### src/rtl/mhrs_pkg.sv
// shared types, constants and the sigmoid lookup table for the mlp head
package mhrs_pkg;

	localparam int VL         = 16;
	localparam int NUM_MODELS = 7;
	localparam int OFS_B1     = VL * VL;
	localparam int OFS_W2     = OFS_B1 + VL;
	localparam int OFS_B2     = OFS_W2 + VL;
	localparam int SET_WORDS  = OFS_B2 + 1;
	localparam int WS_DEPTH   = NUM_MODELS * SET_WORDS;
	localparam int WADDR_W    = $clog2(WS_DEPTH);
	localparam int SLOT_W     = 9;
	localparam int IDX_W      = $clog2(VL);
	localparam int VADDR_W    = IDX_W + 1;
	localparam int SET_W      = 3;
	localparam int ACC_W      = 40;
	localparam int PROD_W     = 32;

	localparam logic MODE_LOAD = 1'b0;
	localparam logic MODE_FEED = 1'b1;

	typedef enum logic [1:0] {
		ST_IDLE,
		ST_RUN,
		ST_DRAIN,
		ST_HOLD
	} seq_state_t;

	// tag travelling with each multiply-accumulate term
	typedef struct packed {
		logic             valid;
		logic             first;
		logic             last;
		logic             layer;
		logic [IDX_W-1:0] idx;
	} mac_tag_t;

	// hidden value write back into the vector buffer
	typedef struct packed {
		logic             en;
		logic [IDX_W-1:0] idx;
		logic [15:0]      data;
	} hid_wr_t;

	// long division used only while the table is built
	function automatic logic [63:0] udiv64(input logic [63:0] num, input logic [63:0] den);
		logic [63:0] q;
		logic [63:0] r;
		q = '0;
		r = '0;
		for (int b = 63; b >= 0; b--) begin
			r = {r[62:0], num[b]};
			if (r >= den) begin
				r    = r - den;
				q[b] = 1'b1;
			end
		end
		return q;
	endfunction

	function automatic logic [15:0] sig_entry(input logic [7:0] idx);
		int          mid;
		logic [63:0] ax;
		logic [63:0] t;
		logic [63:0] k;
		logic [63:0] u;
		logic [63:0] r;
		logic [63:0] e;
		logic [63:0] s;
		mid = (int'(idx) - 128) * 256 + 128;
		ax  = 64'(mid < 0 ? -mid : mid);
		t   = (ax * 64'd94548) >> 12;
		k   = t >> 16;
		u   = ((t & 64'hFFFF) * 64'd45426) >> 16;
		r   = 64'd65536;
		for (int n = 6; n >= 1; n--) begin
			r = 64'd65536 - udiv64(u * r, 64'(n) << 16);
		end
		e = (k < 64'd32) ? (r >> k) : 64'd0;
		if (mid >= 0) begin
			s = udiv64(64'd1 << 32, 64'd65536 + e);
		end else begin
			s = udiv64(e << 16, 64'd65536 + e);
		end
		return (s > 64'd65535) ? 16'hFFFF : s[15:0];
	endfunction

	function automatic logic [256*16-1:0] sig_lut_build();
		logic [256*16-1:0] lut;
		lut = '0;
		for (int i = 0; i < 256; i++) begin
			lut[i*16 +: 16] = sig_entry(8'(i));
		end
		return lut;
	endfunction

	localparam logic [256*16-1:0] SIG_LUT = sig_lut_build();

endpackage

### src/rtl/mhrs_vbuf.sv
// vector buffer: activations in the lower half, hidden values in the upper half
module mhrs_vbuf (
	input  logic                        clk,
	input  logic                        we,
	input  logic [mhrs_pkg::VADDR_W-1:0] waddr,
	input  logic [15:0]                 wdata,
	input  logic [mhrs_pkg::VADDR_W-1:0] raddr,
	output logic [15:0]                 rdata
);
	import mhrs_pkg::*;

	logic [15:0] mem [2*VL];

	always_ff @(posedge clk) begin
		if (we) begin
			mem[waddr] <= wdata;
		end
	end

	always_ff @(posedge clk) begin
		rdata <= mem[raddr];
	end

endmodule

### config.mk
export PLATFORM = sky130hd
export DESIGN_NAME = mhrs_vbuf
export DESIGN_NICKNAME = d
export VERILOG_FILES = /design/src/rtl/mhrs_pkg.sv /design/src/rtl/mhrs_vbuf.sv
export SDC_FILE = /design/constraint.sdc
export NUM_CORES = 1
export LEC_CHECK = 0
export ABC_AREA = 1
export BUFFER_PORTS_ARGS = -buffer_cell sky130_fd_sc_hd__buf_4
export CORE_MARGIN = 4
export CORE_UTILIZATION = 40
export CTS_CLUSTER_SIZE = 16
export DETAILED_ROUTE_END_ITERATION = 16
export PLACE_DENSITY = 0.57
export SLEW_MARGIN = 30
export SYNTH_ARGS = -nofsm -noshare
export SYNTH_HDL_FRONTEND = slang
export SYNTH_SLANG_ARGS = --single-unit
### constraint.sdc
create_clock -name clk -period 2.9 [get_ports clk]
set_input_delay 0.145 -clock clk [delete_from_list [all_inputs] [get_ports clk]]
set_output_delay 0.145 -clock clk [all_outputs]
set_load 0.005 [all_outputs]
==> flow_summary.ini <==
[pwr]
p_per_area_mw_per_mm2 = 684
p_leak_nw = 8.95
total_power_mw = 16.6
peakVddDrop_mv = 0.403

[sta]
hold_violations = 0
skew_ns = 0.0152
max_clock_freq_ghz = 0.569
slew_violations = 0
tightest_slew_ns = 0.822
postLayoutSetupSlackWorst_ns = 1.14
min_period_ns = 1.76
maxSlewHeadroom = 0.451
setup_tns_ns = 0
hold_slack_ns = 0.0265
rsz0062_at_grt = false
post-route-period-util = 0.606
timing.final.setup_violations = 0

[final_layout]
final_cell_mix = nand2_1, edfxtp_1, nand3_1
final_common_cell = nand2_1
final_nets = 1887
fin_util = 0.461
syn2layout_area_growth_pct = 13.9
nFillCells = 4754
fin_area_mm2 = 0.0243
layoutNonFillerInstCount = 2594
drive_gt1_frac = 0.0955

[grt]
grt_pass1_wl_um = 86700
grtUsageTotal = 0.203
antenna_found_initial = 1
grt_pass1_vias = 13436
grt_start_max_net_pins = 129
grt_overflow = 0

[logic_synthesis]
netlist.area_leader.share = 0.722
syn_area_per_cell_um2 = 11.9
yosysTopAreaCell = edfxtp_1
syn_nets = 1822
synth.distinct_cells = 15
seq_area_frac_synth = 0.737
synth_area_mm2 = 0.0213
synth_top_cells_by_area = edfxtp_1, nand2_1, nand3_1
ys_warn_count = 0
synth-seq-cells = 528
netlist_instances = 1794

[critical_path]
reg2reg_to = rdata[5]$_DFF_P_
r2r_cells = 8
reg2reg_from = mem[13][5]$_DFFE_PP_
cp_common_cell = nand2_1
crit_path_max_fanout = 19
crit_type = in -> reg
path_cells = dlygate4sd3_1 -> buf_4 -> inv_1 -> buf_4 -> nand2_1 -> nand2_1 -> nand2_1 -> nand2_1
cp.arrival_ns = 2.28
cp_slowest_stage_delay_ns = 0.54
ff2ff_setup_slack_ns = 1.57
crit_path_start_kind = input pin
critPathBufInv = 4
crit_path_end_kind = register
cp.required_ns = 3.42
slowest_stage = dlygate4sd3_1
crit_family = buffers and inverters

[detailed_routing]
first_pass_iters = 5
vias_per_cell = 5.36
drtAntennaViolNets = 0
finalWirelength_um = 58300
vias = 13911
wl_per_cell_um = 22.5
dr.first_iter.drc_count = 1356
drcViolationCount = 0

[placement]
dp_slack_ns = 0.916
placed_cell_area_mm2 = 0.0223
dp.cells = 2474
place.gp.congestion = 0.826
portBuffers = 43
place_hpwl_um = 32000

[floorplan]
die_x_um = 239
core_mm2 = 0.0527
die_h_um = 239
start_util = 0.405
rows = 84
io-pin-count = 44
die-area_mm2 = 0.0570

[clocking]
cts_max_level = 2
cts_tree = yes
cts_buffers = 55
post-cts-setup-buffer-count = 0
clkSlewWorstSetupHoldPaths_ns = 0.06
clock-sinks = 528
insertion_delay_ns = 0.60
post_cts_resized = 0
clockBufferDepth = 3
cts-root-buf = clkbuf_16

[outcome]
status = finished clean

[worst_hold_path]
min_path_type = in -> reg
whs_endpoint = mem[14][12]$_DFFE_PP_
whs_path_depth = 1
hold_start = wdata[12]

[flow_run]
maxCapViolCount = 0
per-layer routing:
| metal | global-route usage | vias to the layer above | wire [um] |
|---|---|---|---|
| met4 | 0.0607 | 0 | 1450 |
| met2 | 0.320 | 536 | 27000 |
| met5 | 0 | - | 0 |
| met3 | 0.0302 | 98 | 4370 |
| li1 | - | 6372 | - |
| met1 | 0.295 | 6905 | 25500 |
cells by family after synthesis:
group | share of synthesized area
buffers and inverters | 0.0377
DFF | 0.737
and+or+nand+nor | 0.226
flip-flops by register name, summed over array words and instances, names as in the netlist:
signal,cells
mem,512
rdata,16
power breakdown:
part           internal (mW)  switching, mW  total (mW)
logic                  0.299          0.761        1.06
registers               8.48         0.0431        8.52
clock network           4.16           2.85        7.01
cells in the mapped netlist:
cell and instances:
edfxtp_1 512, nor2_1 32, buf_1 2, nand3_1 396, buf_12 1, buf_8 1, buf_4 28, clkbuf_1 19
nand2_1 720, buf_2 33, inv_1 8, buf_6 24, dfxtp_1 16, inv_6 1, inv_2 1
worst max path at each step:
stage / from / end / slack, ns / cells past startpoint
3_3_place_gp: raddr[1] / rdata[0]$_DFF_P_ / 0.91 / 10
2_1_floorplan: waddr[0] / mem[0][0]$_DFFE_PP_ / 1.37 / 3
6_report: raddr[3] / rdata[3]$_DFF_P_ / 1.14 / 8
3_5_place_dp: raddr[1] / rdata[0]$_DFF_P_ / 0.92 / 10
5_1_grt: raddr[3] / rdata[0]$_DFF_P_ / 1.08 / 8
4_1_cts: raddr[3] / rdata[0]$_DFF_P_ / 1.19 / 8
worst register-to-register path, stage by stage (launching register included):
cell and delay [ns]:
edfxtp_1 0.36, nand2_1 0.07, nand3_1 0.09, nand3_1 0.16, nand2_1 0.14, nand2_1 0.15, nand2_1 0.09, nand2_1 0.07
nand2_1 0.10
area by class of cell:
cell class / count / area (um2) / area share
Sequential cell: 528 / 15700 / 0.647
Multi-Input combinational cell: 1148 / 4810 / 0.198
Clock inverter: 21 / 235 / 0.00969
Tap cell: 688 / 861 / 0.0355
Antenna cell: 1 / 2.50 / 0.000103
Inverter: 10 / 47.5 / 0.00196
Clock buffer: 82 / 1560 / 0.0643
Timing Repair Buffer: 116 / 1050 / 0.0435
timing repair:
action,4_1_cts,5_1_grt
hold endpoints to repair,379,0
hold buffers,16,0
endpoints found under the setup margin,0,0
Note: power is estimated with default switching activity, not from simulation.
