**src/rtl/mhrs_pkg.sv**
```systemverilog
// shared types, constants and the sigmoid lookup table for the mlp head
package mhrs_pkg;

	localparam int VL         = 16;
	localparam int NUM_MODELS = 7;
	localparam int OFS_B1     = VL * VL;
	localparam int OFS_W2     = OFS_B1 + VL;
	localparam int OFS_B2     = OFS_W2 + VL;
	localparam int SET_WORDS  = OFS_B2 + 1;
	localparam int WS_DEPTH   = NUM_MODELS * SET_WORDS;
	localparam int WADDR_W    = $clog2(WS_DEPTH);
	localparam int SLOT_W     = 9;
	localparam int IDX_W      = $clog2(VL);
	localparam int VADDR_W    = IDX_W + 1;
	localparam int SET_W      = 3;
	localparam int ACC_W      = 40;
	localparam int PROD_W     = 32;

	localparam logic MODE_LOAD = 1'b0;
	localparam logic MODE_FEED = 1'b1;

	typedef enum logic [1:0] {
		ST_IDLE,
		ST_RUN,
		ST_DRAIN,
		ST_HOLD
	} seq_state_t;

	// tag travelling with each multiply-accumulate term
	typedef struct packed {
		logic             valid;
		logic             first;
		logic             last;
		logic             layer;
		logic [IDX_W-1:0] idx;
	} mac_tag_t;

	// hidden value write back into the vector buffer
	typedef struct packed {
		logic             en;
		logic [IDX_W-1:0] idx;
		logic [15:0]      data;
	} hid_wr_t;

	// long division used only while the table is built
	function automatic logic [63:0] udiv64(input logic [63:0] num, input logic [63:0] den);
		logic [63:0] q;
		logic [63:0] r;
		q = '0;
		r = '0;
		for (int b = 63; b >= 0; b--) begin
			r = {r[62:0], num[b]};
			if (r >= den) begin
				r    = r - den;
				q[b] = 1'b1;
			end
		end
		return q;
	endfunction

	function automatic logic [15:0] sig_entry(input logic [7:0] idx);
		int          mid;
		logic [63:0] ax;
		logic [63:0] t;
		logic [63:0] k;
		logic [63:0] u;
		logic [63:0] r;
		logic [63:0] e;
		logic [63:0] s;
		mid = (int'(idx) - 128) * 256 + 128;
		ax  = 64'(mid < 0 ? -mid : mid);
		t   = (ax * 64'd94548) >> 12;
		k   = t >> 16;
		u   = ((t & 64'hFFFF) * 64'd45426) >> 16;
		r   = 64'd65536;
		for (int n = 6; n >= 1; n--) begin
			r = 64'd65536 - udiv64(u * r, 64'(n) << 16);
		end
		e = (k < 64'd32) ? (r >> k) : 64'd0;
		if (mid >= 0) begin
			s = udiv64(64'd1 << 32, 64'd65536 + e);
		end else begin
			s = udiv64(e << 16, 64'd65536 + e);
		end
		return (s > 64'd65535) ? 16'hFFFF : s[15:0];
	endfunction

	function automatic logic [256*16-1:0] sig_lut_build();
		logic [256*16-1:0] lut;
		lut = '0;
		for (int i = 0; i < 256; i++) begin
			lut[i*16 +: 16] = sig_entry(8'(i));
		end
		return lut;
	endfunction

	localparam logic [256*16-1:0] SIG_LUT = sig_lut_build();

endpackage

```
**src/rtl/mhrs_mac.sv**
```systemverilog
// shared multiply-accumulate with relu, saturation and sigmoid lookup
module mhrs_mac (
	input  logic                clk,
	input  logic                arst_n,
	input  mhrs_pkg::mac_tag_t  tag_s1,
	input  logic [15:0]         wdata_s1,
	input  logic [15:0]         adata_s1,
	output mhrs_pkg::hid_wr_t   hid,
	output logic                score_valid,
	output logic [15:0]         score
);
	import mhrs_pkg::*;

	mac_tag_t                  tag_s2;
	mac_tag_t                  tag_s3;
	logic signed [PROD_W-1:0]  prod_s2;
	logic signed [ACC_W-1:0]   acc_q;
	logic signed [ACC_W-13:0]  shr;
	logic        [15:0]        hval;
	logic        [15:0]        zval;
	logic        [7:0]         lut_idx;
	logic                      fin;

	always_ff @(posedge clk or negedge arst_n) begin
		if (!arst_n) begin
			tag_s2 <= '0;
			tag_s3 <= '0;
		end else begin
			tag_s2 <= tag_s1;
			tag_s3 <= tag_s2;
		end
	end

	// bias enters shifted into q8.24
	always_ff @(posedge clk) begin
		if (tag_s1.first) begin
			prod_s2 <= PROD_W'($signed(wdata_s1)) <<< 12;
		end else begin
			prod_s2 <= $signed(wdata_s1) * $signed(adata_s1);
		end
	end

	always_ff @(posedge clk or negedge arst_n) begin
		if (!arst_n) begin
			acc_q <= '0;
		end else if (tag_s2.valid) begin
			if (tag_s2.first) begin
				acc_q <= ACC_W'(prod_s2);
			end else begin
				acc_q <= acc_q + ACC_W'(prod_s2);
			end
		end
	end

	assign shr = acc_q[ACC_W-1:12];
	assign fin = tag_s3.valid && tag_s3.last;

	always_comb begin
		if (acc_q[ACC_W-1]) begin
			hval = '0;
		end else if (shr > (ACC_W-12)'(32767)) begin
			hval = 16'h7FFF;
		end else begin
			hval = shr[15:0];
		end
		if (shr > (ACC_W-12)'(32767)) begin
			zval = 16'h7FFF;
		end else if (shr < -(ACC_W-12)'(32768)) begin
			zval = 16'h8000;
		end else begin
			zval = shr[15:0];
		end
		lut_idx = {~zval[15], zval[14:8]};
	end

	assign hid.en   = fin && !tag_s3.layer;
	assign hid.idx  = tag_s3.idx;
	assign hid.data = hval;

	always_ff @(posedge clk or negedge arst_n) begin
		if (!arst_n) begin
			score_valid <= 1'b0;
		end else begin
			score_valid <= fin && tag_s3.layer;
		end
	end

	always_ff @(posedge clk) begin
		if (fin && tag_s3.layer) begin
			score <= SIG_LUT[{lut_idx, 4'd0} +: 16];
		end
	end

endmodule

```
**config.mk**
```make
export PLATFORM = sky130hd
export DESIGN_NAME = mhrs_mac
export DESIGN_NICKNAME = d
export VERILOG_FILES = /design/src/rtl/mhrs_pkg.sv /design/src/rtl/mhrs_mac.sv
export SDC_FILE = /design/constraint.sdc
export NUM_CORES = 1
export LEC_CHECK = 0
export CELL_PAD_IN_SITES_DETAIL_PLACEMENT = 0
export CELL_PAD_IN_SITES_GLOBAL_PLACEMENT = 1
export CORE_ASPECT_RATIO = 2
export CORE_UTILIZATION = 46
export DETAILED_ROUTE_END_ITERATION = 10
export DONT_BUFFER_PORTS = 1
export GPL_TIMING_DRIVEN = 0
export PLACE_DENSITY = 0.85
export SLEW_MARGIN = 20
export SYNTH_ARGS = -nofsm -noshare
export SYNTH_HDL_FRONTEND = slang
export SYNTH_SLANG_ARGS = --single-unit
```
**constraint.sdc**
```tcl
create_clock -name clk -period 4.4 [get_ports clk]
set_input_delay 1.1 -clock clk [delete_from_list [all_inputs] [get_ports clk]]
set_output_delay 1.1 -clock clk [all_outputs]
set_load 0.005 [all_outputs]
```
==> results by group, run 1 <==
Outcome
  – Status: did not finish
  – Stop stage: global routing (5_1_grt)
  – Tool error: [ERROR GRT-0116] Global routing finished with congestion. Check the congestion regions in the DRC Viewer.

Die
  – Die X: 147.1 um
  – Die height: 292.2 um
  – IO Pins: 80
  – Row cnt: 106
  – Initial Util: 0.4651

Clock tree
  – CTS buffer count: 9
  – Bufs on Longest Clock Path: 2
  – Hold-fix buffers, CTS: 0
  – CTS Sinks: 104
  – Root buffer cell: clkbuf_16
  – CTS HTree Levels: 3

Placement
  – GPL Wtd Cong: 1.188
  – Post-DP HPWL: 79.71 mm
  – Pre-CTS setup slack: -3280 ps
  – Port buffer count: 0

Logic synthesis
  – Largest family of logic cells by synthesized area: adder cells
  – EDFF count, synth: 16
  – Register bit total from synthesis: 104
  – Synth unique cells: 87
  – Synth Area in XOR/XNOR: 0.03165
  – Async SR Flop Fraction: 0.5385
  – Synth Area in Compound Gates: 0.1965
  – Commonest cells in the netlist: 308 x inv_1, 271 x nand2_1, 263 x fa_1, 194 x a21oi_1, 185 x nor2_1
  – Leading area contributor after synthesis: fa_1
  – Main synth FF type: dfrtp_1
  – Mapped Area: 19370 um^2
  – Yosys warning count: 0
  – Cell with the most instances after synthesis: inv_1
  – Mux contribution to synthesized area: 0.007041
  – Sequential area share after synthesis: 0.1302
  – Yosys top cell area share: 0.2718
  – Post-Synth Simple-Gate Area: 0.1813
  – Synth Area in Adders: 0.3590
  – Avg Cell Area, Syn: 8.070 um^2
  – Cells after synthesis: 2400
  – Synth area leaders: fa_1 27%, ha_1 8.7%, dfrtp_1 7.2%, inv_1 6.0%, nand2_1 5.3%
  – Syn Nets: 2840

GRT
  – First-pass GRT wire length: 165.4 mm
  – Gr usage total: 0.5418
  – Largest net degree at the start of global routing: 57
  – Grt ovf: 15
  – Vias in the first global route: 22846
[cell families after synthesis]
family / after synthesis
other cells: 1
simple gates: 752
buf+inv: 459
fa+ha+maj: 398
flops: 104
compound gates: 603
mux: 13
xor+xnor: 70
[routing by layer]
layer,GRT overflow,GRT usage
met5,0,0.03605
met1,0,0.4792
met2,9,0.8344
met4,6,0.6037
met3,0,0.2711
[timing repair]
action / 4_1_cts
pin swaps: 73
gates resized for setup: 142
cloned: 0
setup buffers: 34
endpoints found under the setup margin: 39
[per-stage QoR]
| step | instances | hold slack [ps] | instance area [um^2] | util | setup TNS (ps) |
|---|---|---|---|---|---|
| after floorplan | 2400 | 331.2 | 20040 | - | -34170 |
| after CTS | 2990 | 334.2 | 21980 | 0.5278 | -34760 |
| after global placement | 2940 | 331.7 | 20710 | 0.4973 | -87580 |
| after detailed placement | 2941 | 334.7 | 20740 | 0.4981 | -67880 |
==> run 2, diff against run 1 <==
==> config.mk (replaced) <==
export PLATFORM = sky130hd
export DESIGN_NAME = mhrs_mac
export DESIGN_NICKNAME = d
export VERILOG_FILES = /design/src/rtl/mhrs_pkg.sv /design/src/rtl/mhrs_mac.sv
export SDC_FILE = /design/constraint.sdc
export NUM_CORES = 1
export LEC_CHECK = 0
export CORE_UTILIZATION = 31
export DETAILED_ROUTE_END_ITERATION = 10
export DONT_BUFFER_PORTS = 1
export GPL_TIMING_DRIVEN = 0
export PLACE_DENSITY_LB_ADDON = 0.15
export SLEW_MARGIN = 20
export SYNTH_ARGS = -nofsm -noshare
export SYNTH_HDL_FRONTEND = slang
export SYNTH_SLANG_ARGS = --single-unit
==> constraint.sdc (replaced) <==
create_clock -name clk -period 5.7 [get_ports clk]
set_input_delay 1.425 -clock clk [delete_from_list [all_inputs] [get_ports clk]]
set_output_delay 1.425 -clock clk [all_outputs]
set_load 0.005 [all_outputs]
==> run 2 against run 1 <==
Compared with the run above:
- area after synthesis did not move
- synthesized cell count did not move
- the flow now finishes, with violations (negative setup slack)
==> results by group, run 2 <==
Outcome
  – Status: finished, violations left
  – Failing checks: negative setup slack

Die
  – Die area: 63480 um^2
  – Die X: 252.0 um (+71%)
  – Initial Util: 0.3139 (-0.1512)
  – Die height: 252.0 um (-14%)
  – Row cnt: 91 (-14%)
  – IO Pins: 80 (unchanged)
  – Core area: 61710 um^2

Finish
  – Non-filler instance count after layout: 3303
  – Top reg by flops: acc_q
  – Largest registers: acc_q: 40 flops, prod_s2: 32 flops, score: 16 flops
  – # nets final: 2901
  – Layout cells sized above 1: 0.1285
  – Synth-to-layout area growth: 14.90%
  – Multi-input gate area: 15790 um^2
  – Post-layout util: 0.3606
  – Ant diodes: 0
  – Register area: 2522 um^2
  – Most frequent cells in the layout: 284 x inv_1, 254 x nand2_1, 248 x fa_1
  – Most common cell after layout, fill and taps aside: inv_1
  – Max reg flops: 40
  – Fillers: 6537

GRT
  – Gr usage total: 0.2849
  – Initial antenna violation count: 1
  – Largest net degree at the start of global routing: 57
  – Vias in the first global route: 19058
  – First-pass GRT wire length: 132.0 mm
  – Grt ovf: 0

Worst hold path
  – Hold EP: hid[19]
  – Worst hold path depth: 0
  – HP Start: tag_s2[3]
  – Min-delay worst type: reg2reg

Placement
  – Post-DP HPWL: 70.02 mm (-12%)
  – Port buffer count: 0 (unchanged)
  – Placed insts: 3238 (+10%)
  – GPL Wtd Cong: 0.9841 (-17%)

Clock tree
  – CTS tree: built
  – Worst skew pair latency: 390 ps
  – Root buffer cell: clkbuf_16
  – CTS Sinks: 104 (unchanged)
  – Reg clk slew, reported paths: 70 ps
  – CTS buffer count: 9 (unchanged)
  – CTS HTree Levels: 3 (unchanged)
  – Bufs on Longest Clock Path: 2 (unchanged)

Logic synthesis
  – Yosys top cell area share: 0.2718 (unchanged)
  – Syn Nets: 2840 (unchanged)
  – Avg Cell Area, Syn: 8.070 um^2 (unchanged)
  – Cells after synthesis: 2400 (unchanged)
  – Register bit total from synthesis: 104 (unchanged)
  – Yosys warning count: 0 (unchanged)
  – Synth area leaders: fa_1 27%, ha_1 8.7%, dfrtp_1 7.2%, inv_1 6.0%, nand2_1 5.3%
  – Commonest cells in the netlist: 308 x inv_1, 271 x nand2_1, 263 x fa_1, 194 x a21oi_1, 185 x nor2_1
  – Sequential area share after synthesis: 0.1302 (unchanged)
  – Mapped Area: 19370 um^2 (unchanged)
  – EDFF count, synth: 16 (unchanged)
  – Main synth FF type: dfrtp_1
  – Async SR Flop Fraction: 0.5385 (unchanged)
  – Cell with the most instances after synthesis: inv_1
  – Leading area contributor after synthesis: fa_1
  – Synth unique cells: 87 (unchanged)

Routing
  – Average wire per standard cell: 27.31 um
  – Initial drt markers: 1736
  – Final wirelength: 90.22 mm
  – Total number of vias: 18558
  – Post-DR vias/cell: 5.619
  – Remaining DRCs: 0
  – Post-route ant nets: 0
  – DR pass1 iterations: 7

Timing
  – Hold Violations, Final: 0
  – Final worst setup slack: -1475 ps
  – Fin. max-slew vios: 0
  – Actual slew at the worst max-slew pin: 1288 ps
  – Tmin final: 7175 ps
  – Period utilization: 1.259
  – F_max: 139.4 MHz
  – RSZ-0062 raised after global routing: true
  – Setup Skew: 24.22 ps
  – Worst slew margin: 0.1323
  – Setup violators final: 18
  – Setup TNS: -15170 ps

Setup path
  – Worst Setup End Kind: flop
  – Worst r2r src: acc_q[27]
  – WP data required: 5960 ps
  – CP Launch Type: input pin
  – Worst EP arrival: 7430 ps
  – WS Path Type: in2reg
  – Reg2Reg Depth: 14
  – R2r setup slk: 100 ps
  – Crit-path max FO: 7
  – RR Endpoint: score[10]

Flow run
  – Max-capacitance violation count: 0
[run 2: worst max-delay path by stage]
stage	from	cells after the start	endpoint	slack, ps
after CTS	wdata_s1[15]	25	prod_s2[31]	-1530
after detailed placement	wdata_s1[15]	23	prod_s2[31]	-2500
after global placement	wdata_s1[15]	23	prod_s2[31]	-2520
after floorplan	wdata_s1[15]	24	prod_s2[31]	-1410
after global routing	wdata_s1[15]	24	prod_s2[30]	-1680
final	wdata_s1[15]	24	prod_s2[30]	-1480
[run 2: repair_timing]
item / in CTS / in global routing
hold buffers: 0 / 0
pin swaps: 67 / 58
resized for setup: 90 / 60
gates cloned: 0 / 1
setup endpoints to repair: 31 / 30
buffers inserted: 28 / 22
[run 2: stage by stage]
stage	area (um^2)	setup WS (ps)	hold slack, ps
after detailed placement	20980	-2497	337.2
final	22250	-1475	350.9
after CTS	21900	-1534	354.3
after floorplan	19920	-1407	331.2
after global placement	20970	-2518	334.4
after global routing	22250	-1682	359.5
[run 2: cell families after synthesis]
| kind of cell | after synthesis | share of synthesized area |
|---|---|---|
| muxes | 13 | 0.007041 |
| other | 1 | 0.0001936 |
| DFF | 104 | 0.1302 |
| and+or+nand+nor | 752 | 0.1813 |
| xor gates and xnor gates | 70 | 0.03165 |
| buffers and inverters | 459 | 0.09406 |
| AOI/OAI and AO/OA | 603 | 0.1965 |
| adders and majority gates | 398 | 0.3590 |
[run 2: cell type report]
cell class              instances  area share
plain buffers                 147     0.04498
clock buffers                  10     0.01029
clock inverters                 6    0.002755
inverters                     310     0.05268
multi-input cells            1837      0.7093
flip-flops and latches        104      0.1133
well taps                     837     0.04706
repair buffers                 52     0.01957
[run 2: worst max-delay path, stage by stage]
cell	delay [ps]
clkbuf_16	150
clkbuf_16	180
nand2_8	70
inv_6	30
fa_2	630
fa_1	460
fa_1	470
fa_1	510
fa_1	510
inv_2	40
fa_1	530
inv_1	40
ha_1	270
clkbuf_8	140
nand3_4	80
a31oi_4	80
o21ai_2	140
a211o_1	170
a2bb2oi_2	200
o31ai_4	120
or4_4	570
a31oi_4	260
xor2_4	240
o21ai_2	90
[run 2: routing by layer]
| metal | up-vias | part of all wire | global-route usage |
|---|---|---|---|
| met4 | 0 | 0.043 | 0.1127 |
| met3 | 201 | 0.070 | 0.04787 |
| met1 | 9355 | 0.44 | 0.3822 |
| met2 | 872 | 0.45 | 0.4550 |
| met5 | - | 0 | 0 |
| li1 | 8130 | - | - |
Power of run 2 is left out: the tool's default activity adds up to more than one toggle a clock period on the data nets, which glitch-free logic cannot reach.
==> run 3, diff against run 2 <==
--- a/config.mk
+++ b/config.mk
@@ -10,6 +10,7 @@
 export DONT_BUFFER_PORTS = 1
 export GPL_TIMING_DRIVEN = 0
 export PLACE_DENSITY_LB_ADDON = 0.15
+export RECOVER_POWER = 50
 export SLEW_MARGIN = 20
 export SYNTH_ARGS = -nofsm -noshare
 export SYNTH_HDL_FRONTEND = slang
==> run 3 against run 2 <==
Compared with the run above:
- routed wire length barely moved
- the run still ends with negative setup slack left
- worst hold slack did not move
- non-clock buffer count did not move
==> results by group, run 3 (synthesis gave the netlist of run 2 again) <==
Setup path
  – CP max stage delay: 630 ps (about the same)
  – Worst EP arrival: 7430 ps (about the same)
  – CP Cell Sequence: clkbuf_16, clkbuf_16, nand2_8, inv_6, fa_2, fa_1, fa_1, fa_1, fa_1, inv_2, fa_1, inv_1, ha_1, clkbuf_8, nand3_4, a31oi_4, o21ai_2, a211o_1, a2bb2oi_2, o31ai_4, or4_4, a31oi_4, xor2_4, o21ai_2
  – Worst r2r src: acc_q[27]
  – Worst Setup End Kind: flop
  – WS Path Type: in2reg
  – Most frequent CP cell: fa_1
  – R2r setup slk: 90 ps (about the same)
  – Buffers & Inverters on Critical Path: 6 (unchanged)
  – Crit-path max FO: 7 (unchanged)
  – Crit. Startpoint: wdata_s1[15]
  – CP top delay family: adder cells
  – Slowest cell on crit path: fa_2
  – RR Endpoint: score[10]
  – Reg2Reg Depth: 14 (unchanged)
  – CP Launch Type: input pin
  – WP data required: 5960 ps (about the same)

Clock tree
  – Worst skew pair latency: 390 ps (about the same)
  – CTS Sinks: 104 (unchanged)
  – Bufs on Longest Clock Path: 2 (unchanged)
  – CTS tree: built
  – CTS HTree Levels: 3 (unchanged)
  – Reg clk slew, reported paths: 70 ps (about the same)
  – Root buffer cell: clkbuf_16
  – CTS buffer count: 9 (unchanged)
  – Hold-fix buffers, CTS: 0 (unchanged)

Routing
  – Total number of vias: 18553 (-0.027%)
  – Remaining DRCs: 0 (unchanged)
  – Post-DR vias/cell: 5.617 (about the same)
  – DR pass1 iterations: 8 (+1)
  – Post-route ant nets: 0 (unchanged)
  – Initial drt markers: 1736 (unchanged)
  – Final wirelength: 90.25 mm (about the same)
  – Average wire per standard cell: 27.32 um (about the same)

Finish
  – Top reg by flops: acc_q
  – # nets final: 2901 (unchanged)
  – Most frequent cells in the layout: 284 x inv_1, 254 x nand2_1, 248 x fa_1
  – Largest registers: acc_q: 40 flops, prod_s2: 32 flops, score: 16 flops
  – Max reg flops: 40 (unchanged)
  – Ant diodes: 0 (unchanged)
  – Most common cell after layout, fill and taps aside: inv_1
  – Layout cells sized above 1: 0.1281 (-0.0004055)
  – Synth-to-layout area growth: 14.86% (about the same)
  – Final instance area: 22250 um^2 (about the same)

Placement
  – Port buffer count: 0 (unchanged)
  – Post-DP HPWL: 70.02 mm (unchanged)
  – DP Area: 20980 um^2 (unchanged)
  – GPL Wtd Cong: 0.9841 (unchanged)

Die
  – Initial Util: 0.3139 (unchanged)
  – IO Pins: 80 (unchanged)
  – Die area: 63480 um^2 (unchanged)
  – Die X: 252.0 um (unchanged)
  – Core area: 61710 um^2 (unchanged)
  – Row cnt: 91 (unchanged)
  – Die height: 252.0 um (unchanged)

Timing
  – Actual slew at the worst max-slew pin: 1289 ps (+0.7470 ps)
  – Tmin final: 7175 ps (-0.01000 ps)
  – Fin. max-slew vios: 0 (unchanged)
  – RSZ-0062 raised after global routing: true
  – Hold Violations, Final: 0 (unchanged)
  – Period utilization: 1.259 (about the same)
  – Setup violators final: 18 (unchanged)
  – Worst slew margin: 0.1318 (-0.0005030)
  – Setup Skew: 24.20 ps (-0.01910 ps)
  – Final worst setup slack: -1475 ps (+0.01000 ps)
  – F_max: 139.4 MHz (unchanged)

Worst hold path
  – Hold EP: hid[19]
  – Min-delay worst type: reg2reg
  – Worst hold path depth: 0 (unchanged)
  – HP Start: tag_s2[3]

Outcome
  – Failing checks: negative setup slack
  – Status: finished, violations left

GRT
  – First-pass GRT wire length: 132.0 mm (unchanged)
  – Gr usage total: 0.2849 (unchanged)
  – Largest net degree at the start of global routing: 57 (unchanged)
  – Grt ovf: 0 (unchanged)
  – Vias in the first global route: 19058 (unchanged)
  – Initial antenna violation count: 1 (unchanged)

Flow run
  – Max-capacitance violation count: 0 (unchanged)
[run 3: worst max path at each step]
stage,to,slack [ps],cells past startpoint
2_1_floorplan,prod_s2[31],-1410,24
3_3_place_gp,prod_s2[31],-2520,23
3_5_place_dp,prod_s2[31],-2500,23
4_1_cts,prod_s2[31],-1530,25
5_1_grt,prod_s2[30],-1680,24
6_report,prod_s2[30],-1480,24
[run 3: through the flow]
step	TNS, ps	cells	setup WS [ps]	hold WS, ps	utilization
after floorplan	-12460	2400	-1407	331.2	-
after global routing	-18140	3303	-1682	359.5	0.3605
after detailed placement	-29020	3238	-2497	337.2	0.3400
after global placement	-46180	3237	-2518	334.4	0.3397
final	-15170	3303	-1475	350.9	0.3605
after CTS	-14410	3281	-1534	354.3	0.3549
[run 3: cell type report]
cell class	count	area [um^2]
fill	6537	39470
multi-input combinational	1837	15790
sequential	104	2522
inverter	310	1172
tap	837	1047
buffer	147	993.5
timing repair buffer	52	435.4
clock buffer	10	229.0
clock inverter	6	61.31
[run 3: layer usage]
layer / routed length (um) / track usage
met5: 0 / 0
met3: 6296 / 0.04787
met4: 3833 / 0.1127
met2: 40550 / 0.4550
met1: 39580 / 0.3822
[run 3: what timing repair did]
| item | CTS | global route |
|---|---|---|
| pin swaps | 67 | 58 |
| resized for setup | 90 | 60 |
| setup endpoints to repair | 31 | 30 |
| buffers inserted | 28 | 22 |
| gates cloned | 0 | 1 |
[run 3: worst register-to-register path, stage by stage (launching register included)]
cell and delay [ps]:
dfrtp_1 500, nand4_1 230, o31ai_2 660, buf_2 360
o21ai_2 170, inv_1 370, ha_2 250, clkbuf_1 660
and2_1 380, nor2_1 120, o21ai_1 380, o21ai_0 260
a2111oi_2 690, a41o_1 210, o21ai_1 90
Power of run 3 is left out for the same reason.
